===== src/design/assert_macros.svh =====
// ----------------------------------------------------------------------------
// assert_macros.svh
// assertion helpers included by the pid controller top level
// ----------------------------------------------------------------------------
`ifndef ASSERT_MACROS_SVH
`define ASSERT_MACROS_SVH
`ifndef ASSERT_OFF
`define PIDAW_ASSERT(lbl, clk, rstn, prop) \
  lbl: assert property (@(posedge clk) disable iff (!rstn) prop) \
    else $error("pidaw assertion failed");
`define PIDAW_NEVER(lbl, clk, rstn, cond) \
  lbl: assert property (@(posedge clk) disable iff (!rstn) !(cond)) \
    else $error("pidaw forbidden condition seen");
`else
`define PIDAW_ASSERT(lbl, clk, rstn, prop)
`define PIDAW_NEVER(lbl, clk, rstn, cond)
`endif
`endif


===== src/design/pidaw_pkg.sv =====
// ----------------------------------------------------------------------------
// pidaw_pkg
// shared types, register indexes and saturation helpers of the pid controller
// ----------------------------------------------------------------------------
package pidaw_pkg;

  localparam int SAMPLE_WIDTH_DEF = 16;
  localparam int GAIN_W = 32;
  localparam int ACT_W  = 48;
  localparam int IDEAL_W = 50;
  localparam int ACC_W  = 128;
  localparam int OP_W   = 64;
  localparam int CFG_AW = 3;

  localparam logic [CFG_AW-1:0] REG_KP    = 3'd0;
  localparam logic [CFG_AW-1:0] REG_KI    = 3'd1;
  localparam logic [CFG_AW-1:0] REG_KD    = 3'd2;
  localparam logic [CFG_AW-1:0] REG_UMAX  = 3'd3;
  localparam logic [CFG_AW-1:0] REG_UMIN  = 3'd4;
  localparam logic [CFG_AW-1:0] REG_TS    = 3'd5;
  localparam logic [CFG_AW-1:0] REG_AWEN  = 3'd6;

  typedef enum logic [2:0] {
    ST_IDLE,
    ST_PREP,
    ST_PMUL,
    ST_IMUL1,
    ST_IMUL2,
    ST_DMUL,
    ST_DDIV,
    ST_SUM
  } pidaw_state_t;

  // magnitude plus sign, truncated and saturated to the 48 bit action range
  function automatic logic [ACT_W-1:0] sat48(input logic [ACC_W-1:0] m, input logic neg);
    logic [ACT_W-1:0] lim;
    logic [ACT_W-1:0] v;
    lim = neg ? {1'b1, {(ACT_W-1){1'b0}}} : {1'b0, {(ACT_W-1){1'b1}}};
    v = m[ACT_W-1:0];
    if ((|m[ACC_W-1:ACT_W]) || (v > lim)) v = lim;
    return neg ? (~v + 1'b1) : v;
  endfunction

  function automatic logic [GAIN_W-1:0] mag32(input logic [GAIN_W-1:0] x);
    return x[GAIN_W-1] ? (~x + 1'b1) : x;
  endfunction

endpackage


===== src/design/pidaw_div.sv =====
// ----------------------------------------------------------------------------
// pidaw_div
// restoring divider, one quotient bit per cycle, 48 bit quotient
// ----------------------------------------------------------------------------
module pidaw_div
  import pidaw_pkg::*;
(
  input  logic             clk,
  input  logic             rst_n,
  input  logic             start,
  input  logic [31:0]      divisor,
  input  logic [31:0]      rem_init,
  input  logic [ACT_W-1:0] num_low,
  output logic             done,
  output logic [ACT_W-1:0] quotient
);

  logic [31:0]      dsr_r, rem_r;
  logic [ACT_W-1:0] num_r;
  logic [5:0]       cnt_r;
  logic             busy_r, done_r;
  logic [32:0]      rem2, diff;
  logic             ge;

  assign rem2 = {rem_r, num_r[ACT_W-1]};
  assign ge   = rem2 >= {1'b0, dsr_r};
  assign diff = rem2 - {1'b0, dsr_r};

  always_ff @(posedge clk) begin
    if (!rst_n) begin
      busy_r <= 1'b0;
      done_r <= 1'b0;
      cnt_r  <= '0;
    end else begin
      done_r <= 1'b0;
      if (start && !busy_r) begin
        busy_r <= 1'b1;
        cnt_r  <= '0;
      end else if (busy_r) begin
        if (cnt_r == 6'(ACT_W - 1)) begin
          busy_r <= 1'b0;
          done_r <= 1'b1;
        end
        cnt_r <= cnt_r + 6'd1;
      end
    end
  end

  // dividend bits shift out of num_r while quotient bits shift in
  always_ff @(posedge clk) begin
    if (start && !busy_r) begin
      dsr_r <= divisor;
      rem_r <= rem_init;
      num_r <= num_low;
    end else if (busy_r) begin
      rem_r <= ge ? diff[31:0] : rem2[31:0];
      num_r <= {num_r[ACT_W-2:0], ge};
    end
  end

  assign done     = done_r;
  assign quotient = num_r;

endmodule


===== config.mk =====
export PLATFORM = sky130hd
export DESIGN_NAME = pidaw_div
export DESIGN_NICKNAME = d
export VERILOG_FILES = /design/src/design/assert_macros.svh /design/src/design/pidaw_pkg.sv /design/src/design/pidaw_div.sv
export SDC_FILE = /design/constraint.sdc
export NUM_CORES = 1
export LEC_CHECK = 0
export BUFFER_PORTS_ARGS = -buffer_cell sky130_fd_sc_hd__buf_2
export CORE_ASPECT_RATIO = 1.75
export CORE_MARGIN = 3
export CORE_UTILIZATION = 50
export DETAILED_ROUTE_END_ITERATION = 6
export PLACE_DENSITY = 0.75
export SETUP_SLACK_MARGIN = 0.15
export SLEW_MARGIN = 20
export SYNTH_ARGS = -nofsm -noshare
export SYNTH_HDL_FRONTEND = slang
export SYNTH_SLANG_ARGS = --single-unit
export TNS_END_PERCENT = 1

===== constraint.sdc =====
create_clock -name clk -period 4.61 [get_ports clk]
set_clock_uncertainty 0.15 [all_clocks]
set_input_delay 1.1525 -clock clk [delete_from_list [all_inputs] [get_ports clk]]
set_output_delay 1.1525 -clock clk [all_outputs]
set_load 0.05 [all_outputs]

==> flow_summary.json <==
{
  "outcome": "finished clean",
  "async_flop_share_pct": 0,
  "min_period_ns": 3.72,
  "cts.hold.buffers_added": 0,
  "h-tree-depth": 4,
  "ys_seq_area_share_pct": 52.3,
  "ios": 164,
  "place.gp.congestion": 0.884,
  "antenna_found_initial": 0,
  "drtAntennaViolNets": 0,
  "setup_viol": 0,
  "port_buffers": 163,
  "grt_pass1_vias": 5982,
  "nNetsFinal": 1019,
  "dpl.hpwl_um": 11900,
  "relSlewSlack_pct": 35.0,
  "first_iter_violations": 341,
  "start_util_pct": 51.5,
  "clock-sinks": 120,
  "cts_tree": "yes",
  "grt_util_all_layers_pct": 23.3,
  "cp-start-kind": "register",
  "wl_per_cell_um": 15.7,
  "die_w_um": 93.7,
  "vias": 5672,
  "fillCellCount": 1132,
  "hold_viol": 0,
  "cts_resized": 0,
  "root_buffer": "clkbuf_16",
  "powerDensity_mw_per_mm2": 666,
  "ys_warn_count": 0,
  "synth_enable_flop_cells": 112,
  "syn2layout_area_growth_pct": 23.6,
  "grt_overflow_total": 0,
  "syn_inst": 713,
  "p_leak_nw": 3.78,
  "period_share_pct": 80.7,
  "irDropWorstVdd_mv": 0.374,
  "yosysUniqueCellTypes": 58,
  "drive_above_1_share_pct": 24.2,
  "p_total_mw": 5.54,
  "end_kind": "register",
  "grt_pass1_wl_um": 27800,
  "ys_seq_elements": 120,
  "fin_cells": 1054,
  "dr.pass1.iters": 4,
  "path_max_fanout": 18,
  "worstSetupPathType": "reg -> reg",
  "fin_setup_tns_ns": 0,
  "avgSynthCellArea_um2": 9.45,
  "arrival_ns": 3.83,
  "cp_data_required_time_ns": 4.72,
  "syn_area_mm2": 0.00674,
  "post_cts_buffers": 0,
  "clkLatencyLatePin_ns": 0.42,
  "worst_slew_pin_slew_ns": 0.974,
  "numCtsBuffers": 17,
  "fp.dieH_um": 160,
  "clk_pin_slew_ns": 0.06,
  "rows": 55,
  "clk_path_buf_depth": 2,
  "synth-main-ff-cell": "edfxtp_1",
  "dieArea_mm2": 0.0150,
  "n_antenna_cell": 0,
  "drc": 0,
  "layout_setup_ws_ns": 0.888,
  "dp_slack_ns": 0.876,
  "fmax_ghz": 0.269,
  "syn-num-nets": 862,
  "rsz0062_at_grt": "no",
  "hold_path.class": "reg -> reg",
  "core_area_mm2": 0.0131,
  "wirelength_um": 16600,
  "viasPerCell": 5.38,
  "dp.cells": 1022,
  "maxSlewViolCount": 0,
  "grt_max_degree": 108,
  "maxCapViolCount": 0
}
[layout make-up]
type,instances,area (µm²),area share (%)
inverters,40,150,1.80
flip-flops and latches,120,3520,42.3
multi-input cells,523,2950,35.4
well taps,171,214,2.57
repair buffers,168,870,10.4
clock inverters,15,191,2.30
clock buffers,17,425,5.11
[logic make-up after synthesis]
logic type / count (synthesis) / synth area share [%]
AOI/OAI and AO/OA: 130 / 12.9
xor gates and xnor gates: 32 / 4.16
adders and majority gates: 34 / 6.43
buffers and inverters: 70 / 4.05
DFF: 120 / 52.3
muxes: 3 / 0.483
and+or+nand+nor: 324 / 19.7
[metal layers]
layer  vias to the layer above  global-route usage (%)  part of all wire, %
met1                      2639                    25.2                   37
li1                       2806                       -                    -
met5                         -                       0                    0
met4                         0                    10.7                  3.0
met2                       188                    41.5                   54
met3                        39                    5.77                  5.9
[synthesized netlist by cell type (all sizes together) (2+ instances only)]
cell    count  area (µm²)
clkbuf     24        90.1
o21bai      2        15.0
o21ai      19        95.1
and2        5        31.3
edfxtp    112        3360
xor2       11        96.3
o31ai       5        56.3
nand2     220         826
dfxtp       8         160
o211ai      3        22.5
nand3      13        65.1
a31oi      24         156
nor3       10        50.1
nor2       50         190
a221o       2        20.0
a21o       10        75.1
nand4       5        31.3
o21a        5        38.8
inv        40         150
nor2b       3        18.8
or3         3        18.8
mux2        2        22.5
buf         6        32.5
ha         33         413
a21oi      41         205
a311o       2        21.3
a211oi      4        30.0
a311oi      4        41.3
and3        8        50.1
or2         2        12.5
xnor2      21         184
[registers in the layout, summed over array words and instances, names as in the netlist]
signal    cells
busy_r        1
cnt_r         6
done          1
dsr_r        32
quotient     48
rem_r        32
[worst paths after layout]
path,startpoint,to,slack (ns),depth (start not counted)
hold reg to reg,cnt_r[5]$_SDFFE_PP0P_,cnt_r[5]$_SDFFE_PP0P_,0.36,2
setup / recovery,rem_r[0]$_DFFE_PP_,rem_r[21]$_DFFE_PP_,0.89,11
setup reg to reg,rem_r[0]$_DFFE_PP_,rem_r[21]$_DFFE_PP_,0.89,11
hold / removal,cnt_r[5]$_SDFFE_PP0P_,cnt_r[5]$_SDFFE_PP0P_,0.36,2
[placed cells by master (no fill, tap or decap), types with 8 or more instances in the layout]
cell type and n:
nor3_1 10, nor2_1 49, clkbuf_16 17, nand3_1 13
and3_1 8, o21ai_0 18, ha_1 33, buf_2 163
a21oi_1 41, a21o_1 10, a31oi_1 23, xor2_1 11
dfxtp_1 8, inv_1 39, edfxtp_1 112, xnor2_1 21
nand2_1 220
[stage by stage]
step | utilization, % | instance area (µm²) | hold WS [ns]
after CTS | 63.6 | 8320 | 0.363
final | 63.7 | 8320 | 0.360
after global routing | 63.7 | 8320 | 0.380
after floorplan | - | 6740 | 0.303
after detailed placement | 58.9 | 7700 | 0.354
after global placement | 58.8 | 7680 | 0.317
[power by group]
group | internal (mW) | switching [mW] | total [mW]
Sequential | 1.52 | 0.134 | 1.66
Clock | 0.864 | 0.531 | 1.40
Combinational | 0.945 | 1.54 | 2.49
[critical path: stages, from the launching register on]
cell and delay, ns:
edfxtp_1 0.43, ha_1 0.31, nor2b_1 0.14, o21a_1 0.18, a311o_2 0.43, a31oi_2 0.27
o21a_2 0.23, o311a_2 0.24, or2_1 0.55, buf_4 0.34, a21oi_1 0.09, a21oi_1 0.20
Note: power is estimated with default switching activity, not from simulation.
