===== config.mk =====
export PLATFORM = sky130hd
export DESIGN_NAME = pidaw_mul
export DESIGN_NICKNAME = d
export VERILOG_FILES = /design/src/design/assert_macros.svh /design/src/design/pidaw_pkg.sv /design/src/design/pidaw_mul.sv
export SDC_FILE = /design/constraint.sdc
export NUM_CORES = 2
export LEC_CHECK = 0
export ABC_CLOCK_PERIOD_IN_PS = 11600
export BUFFER_PORTS_ARGS = -buffer_cell sky130_fd_sc_hd__buf_2
export CAP_MARGIN = 20
export CORE_MARGIN = 1.5
export CORE_UTILIZATION = 45
export DETAILED_ROUTE_END_ITERATION = 7
export SLEW_MARGIN = 0
export SYNTH_ARGS = -nofsm -noshare
export SYNTH_HDL_FRONTEND = slang
export SYNTH_SLANG_ARGS = --single-unit

===== constraint.sdc =====
create_clock -name clk -period 11.6 [get_ports clk]
set_input_delay 2.32 -clock clk [delete_from_list [all_inputs] [get_ports clk]]
set_output_delay 2.32 -clock clk [all_outputs]
set_load 0.02 [all_outputs]

===== src/design/assert_macros.svh =====
// ----------------------------------------------------------------------------
// assert_macros.svh
// assertion helpers included by the pid controller top level
// ----------------------------------------------------------------------------
`ifndef ASSERT_MACROS_SVH
`define ASSERT_MACROS_SVH
`ifndef ASSERT_OFF
`define PIDAW_ASSERT(lbl, clk, rstn, prop) \
  lbl: assert property (@(posedge clk) disable iff (!rstn) prop) \
    else $error("pidaw assertion failed");
`define PIDAW_NEVER(lbl, clk, rstn, cond) \
  lbl: assert property (@(posedge clk) disable iff (!rstn) !(cond)) \
    else $error("pidaw forbidden condition seen");
`else
`define PIDAW_ASSERT(lbl, clk, rstn, prop)
`define PIDAW_NEVER(lbl, clk, rstn, cond)
`endif
`endif


===== src/design/pidaw_pkg.sv =====
// ----------------------------------------------------------------------------
// pidaw_pkg
// shared types, register indexes and saturation helpers of the pid controller
// ----------------------------------------------------------------------------
package pidaw_pkg;

  localparam int SAMPLE_WIDTH_DEF = 16;
  localparam int GAIN_W = 32;
  localparam int ACT_W  = 48;
  localparam int IDEAL_W = 50;
  localparam int ACC_W  = 128;
  localparam int OP_W   = 64;
  localparam int CFG_AW = 3;

  localparam logic [CFG_AW-1:0] REG_KP    = 3'd0;
  localparam logic [CFG_AW-1:0] REG_KI    = 3'd1;
  localparam logic [CFG_AW-1:0] REG_KD    = 3'd2;
  localparam logic [CFG_AW-1:0] REG_UMAX  = 3'd3;
  localparam logic [CFG_AW-1:0] REG_UMIN  = 3'd4;
  localparam logic [CFG_AW-1:0] REG_TS    = 3'd5;
  localparam logic [CFG_AW-1:0] REG_AWEN  = 3'd6;

  typedef enum logic [2:0] {
    ST_IDLE,
    ST_PREP,
    ST_PMUL,
    ST_IMUL1,
    ST_IMUL2,
    ST_DMUL,
    ST_DDIV,
    ST_SUM
  } pidaw_state_t;

  // magnitude plus sign, truncated and saturated to the 48 bit action range
  function automatic logic [ACT_W-1:0] sat48(input logic [ACC_W-1:0] m, input logic neg);
    logic [ACT_W-1:0] lim;
    logic [ACT_W-1:0] v;
    lim = neg ? {1'b1, {(ACT_W-1){1'b0}}} : {1'b0, {(ACT_W-1){1'b1}}};
    v = m[ACT_W-1:0];
    if ((|m[ACC_W-1:ACT_W]) || (v > lim)) v = lim;
    return neg ? (~v + 1'b1) : v;
  endfunction

  function automatic logic [GAIN_W-1:0] mag32(input logic [GAIN_W-1:0] x);
    return x[GAIN_W-1] ? (~x + 1'b1) : x;
  endfunction

endpackage


===== src/design/pidaw_mul.sv =====
// ----------------------------------------------------------------------------
// pidaw_mul
// 64 x 64 unsigned multiply built from four passes of one 32 x 32 multiplier
// ----------------------------------------------------------------------------
module pidaw_mul
  import pidaw_pkg::*;
(
  input  logic             clk,
  input  logic             rst_n,
  input  logic             start,
  input  logic [OP_W-1:0]  op_a,
  input  logic [OP_W-1:0]  op_b,
  output logic             done,
  output logic [ACC_W-1:0] result
);

  logic [OP_W-1:0]  a_r, b_r;
  logic [OP_W-1:0]  prod_r;
  logic [1:0]       shp_r;
  logic [2:0]       cnt_r;
  logic             busy_r, done_r;
  logic [ACC_W-1:0] acc_r;
  logic [31:0]      limb_a, limb_b;
  logic [ACC_W-1:0] prod_ext;

  assign limb_a = cnt_r[1] ? a_r[63:32] : a_r[31:0];
  assign limb_b = cnt_r[0] ? b_r[63:32] : b_r[31:0];

  // place the previous partial product at limb offset 0, 1 or 2
  always_comb begin
    case (shp_r)
      2'd0:    prod_ext = {64'd0, prod_r};
      2'd1:    prod_ext = {32'd0, prod_r, 32'd0};
      default: prod_ext = {prod_r, 64'd0};
    endcase
  end

  always_ff @(posedge clk) begin
    if (!rst_n) begin
      busy_r <= 1'b0;
      done_r <= 1'b0;
      cnt_r  <= '0;
    end else begin
      done_r <= 1'b0;
      if (start && !busy_r) begin
        busy_r <= 1'b1;
        cnt_r  <= '0;
      end else if (busy_r) begin
        if (cnt_r == 3'd4) begin
          busy_r <= 1'b0;
          done_r <= 1'b1;
        end
        cnt_r <= cnt_r + 3'd1;
      end
    end
  end

  always_ff @(posedge clk) begin
    if (start && !busy_r) begin
      a_r   <= op_a;
      b_r   <= op_b;
      acc_r <= '0;
    end else if (busy_r) begin
      if (cnt_r != 3'd4) begin
        prod_r <= limb_a * limb_b;
        shp_r  <= {1'b0, cnt_r[1]} + {1'b0, cnt_r[0]};
      end
      if (cnt_r != 3'd0) acc_r <= acc_r + prod_ext;
    end
  end

  assign done   = done_r;
  assign result = acc_r;

endmodule


==> results.toml <==
[synthesis]
ys_warn_count = 0
netlist_area_mm2 = 0.0533
async_flop_share_pct = 0
synth_cells = 6108
synth_edf_count = 194
ys_top_cells_by_area = "fa_1, edfxtp_1, ha_1"
synth_top_area_share_pct = 33.7
synth_cell_type_count = 88
synth_seq_cells = 327
syn-num-nets = 7528
syn-mean-instance-area_um2 = 8.72
synthFlopType = "edfxtp_1"
synth_top_area_cell = "fa_1"
synth_seq_area_share_pct = 15.9

[placed_design]
place.gp.congestion = 1.03
place_area_mm2 = 0.0562
dp_cells = 7667
hpwlAfterDp_mm = 155
io_buffers = 259

[timing]
post-route-period-util_pct = 86.2
period_minus_slack_ns = 10.00
worst_pin_slew_ns = 1.21
setup_viol = 0
slew_viol_final = 0
setup-tns-final_ns = 0
slew_headroom_pct = 17.8
finClkSkew_ns = 0.0514
finalHoldViolations = 0
rsz0062_at_grt = "false"
max_clock_freq_ghz = 0.100

[floorplan]
die-area_mm2 = 0.120
dieWidth_um = 347
rows = 126
die_h_um = 347
fp.coreArea_mm2 = 0.118
start_util_pct = 45.2
pin_count = 260

[worst_setup_path]
crit_fanout = 43
cp.arrival_ns = 10.39
end_kind = "flop"
ff2ff_path_depth = 26
setup.worst_path.start = "cnt_r[1]$_SDFFE_PP0P_"
crit_buf_inv = 3
reg2reg_from = "cnt_r[1]$_SDFFE_PP0P_"
cpMostUsedCell = "fa_1"
critPathLaunchType = "flop"
critical_path_class = "reg2reg"
crit_required_ns = 11.99
r2r_slack_ns = 1.60
crit_end = "prod_r[57]$_DFFE_PP_"
critPathMaxStageDelay_ns = 0.88
path_depth = 26
r2r_end = "prod_r[57]$_DFFE_PP_"
cp_top_family = "adder cells"
cp_slowest_cell = "dfxtp_4"

[grt]
grt_max_degree = 130
grt_pass1_wl_mm = 284
grt-ovfl-total = 0
grt_use_total_pct = 31.7
grt_pass1_vias = 44506
antenna_found_initial = 4

[clocking]
path_clk_slew_ns = 0.06
clk_latency_ns = 0.65
cts_tree = "done"
numClockSinks = 327
ctsHoldBuffers = 0
h-tree-depth = 2
cts_resized = 0
postCtsSetupBuffers = 0
cts_root_buffer = "clkbuf_16"
cts.path.max_buffers = 3
cts_buffers = 42

[final_layout]
antenna_cells = 0
nFillCells = 11368
drive_gt1_share_pct = 9.17
layout.cells.non_filler = 7750
nets = 7600
final_core_util_pct = 49.0
final_common_cell = "inv_1"
fin_area_mm2 = 0.0577
final_cell_mix = "inv_1, fa_1, nand2_1"
syn2layout_area_growth_pct = 8.36

[run_status]
outcome = "complete, no violations"

[hold_path]
hold_path_class = "reg2reg"

[drt]
wl_per_cell_um = 24.8
drc_errors = 0
dr.first_iter.drc_count = 3977
ant_nets = 0
via_per_inst = 5.68
totalWireLength_mm = 193
vias = 44056
drt-pass1-iter-count = 5

[job]
maxCapViolCount = 0
-- Yosys cell counts (all sizes together), types with 4 or more instances --
| library cell | count |
|---|---|
| fa | 897 |
| ha | 392 |
| o21a | 28 |
| a221oi | 6 |
| a221o | 10 |
| a21oi | 353 |
| o22ai | 5 |
| or2 | 10 |
| o211ai | 7 |
| nand4 | 77 |
| a31oi | 34 |
| dfxtp | 133 |
| and4 | 10 |
| clkbuf | 254 |
| nor2 | 758 |
| o41ai | 4 |
| nor3b | 4 |
| a21boi | 7 |
| and2 | 71 |
| mux2 | 64 |
| inv | 935 |
| nor2b | 18 |
| o31ai | 20 |
| and3 | 15 |
| buf | 62 |
| nor3 | 46 |
| a311oi | 5 |
| nand2b | 21 |
| o21ai | 231 |
| xnor2 | 105 |
| or3 | 18 |
| a211oi | 18 |
| nand3 | 63 |
| o21bai | 55 |
| o221ai | 6 |
| nand2 | 854 |
| mux2i | 100 |
| a31o | 8 |
| xor2 | 66 |
| a211o | 7 |
| nor4 | 5 |
| edfxtp | 194 |
| a21o | 100 |
-- worst register-to-register path, stage by stage, from the launching register on --
cell      delay, ns
dfxtp_4        0.88
buf_4          0.50
mux2i_2        0.63
nor2_1         0.16
fa_1           0.58
inv_1          0.05
fa_1           0.51
fa_1           0.46
fa_1           0.57
inv_1          0.06
fa_1           0.48
fa_1           0.57
fa_1           0.43
fa_1           0.51
ha_1           0.43
a21oi_1        0.23
o21bai_1       0.09
a21oi_1        0.25
o21ai_0        0.12
a221o_1        0.35
a31oi_1        0.42
o21ai_1        0.29
a41o_1         0.33
a221o_1        0.38
a21oi_2        0.21
o31ai_1        0.12
xor2_1         0.16
-- sequential cells by signal, summed over array words and instances (netlist names) --
name,cells
result,128
a_r,64
b_r,64
prod_r,64
cnt_r,3
shp_r,2
busy_r,1
done,1
-- cells by family after synthesis --
group	after synthesis	share of synthesized area [%]
and+or+nand+nor	1980	15.6
DFF	327	15.9
muxes	164	3.23
adders and majority gates	1289	42.9
AOI/OAI and AO/OA	925	10.6
buffers and inverters	1252	8.90
xor gates and xnor gates	171	2.81
-- worst min path at each step --
| stage | cells after the start | from | slack (ns) | to |
|---|---|---|---|---|
| final | 1 | result[127]$_SDFFE_PP0P_ | 0.46 | result[127]$_SDFFE_PP0P_ |
| after floorplan | 1 | cnt_r[2]$_SDFFE_PP0P_ | 0.49 | done$_SDFF_PP0_ |
| after global routing | 1 | result[127]$_SDFFE_PP0P_ | 0.48 | result[127]$_SDFFE_PP0P_ |
| after global placement | 1 | result[127]$_SDFFE_PP0P_ | 0.44 | result[127]$_SDFFE_PP0P_ |
| after CTS | 1 | result[127]$_SDFFE_PP0P_ | 0.46 | result[127]$_SDFFE_PP0P_ |
| after detailed placement | 1 | result[127]$_SDFFE_PP0P_ | 0.45 | result[127]$_SDFFE_PP0P_ |
-- layout make-up --
type,instances,area [um2],area share [%]
Clock buffer,53,1170,2.02
Sequential cell,327,8500,14.7
Inverter,936,3520,6.10
Timing Repair Buffer,344,2030,3.52
Clock inverter,25,268,0.464
Tap cell,1536,1920,3.33
Multi-Input combinational cell,4529,40300,69.9
-- metrics by stage --
stage	hold WS [ns]	setup slack, ns
6_report	0.457	1.60
5_1_grt	0.483	1.31
4_1_cts	0.456	1.73
3_5_place_dp	0.448	1.73
3_3_place_gp	0.443	1.80
2_1_floorplan	0.494	2.64
-- layer usage --
metal,GRT usage [%],vias up,wire length (um)
met5,0,-,99
met4,14.1,10,10400
met3,7.62,456,19100
met2,49.1,2217,84300
met1,42.2,21756,78600
li1,-,19617,-
Power is left out: the tool's default activity adds up to more than one toggle a clock period on the data nets, which glitch-free logic cannot reach.
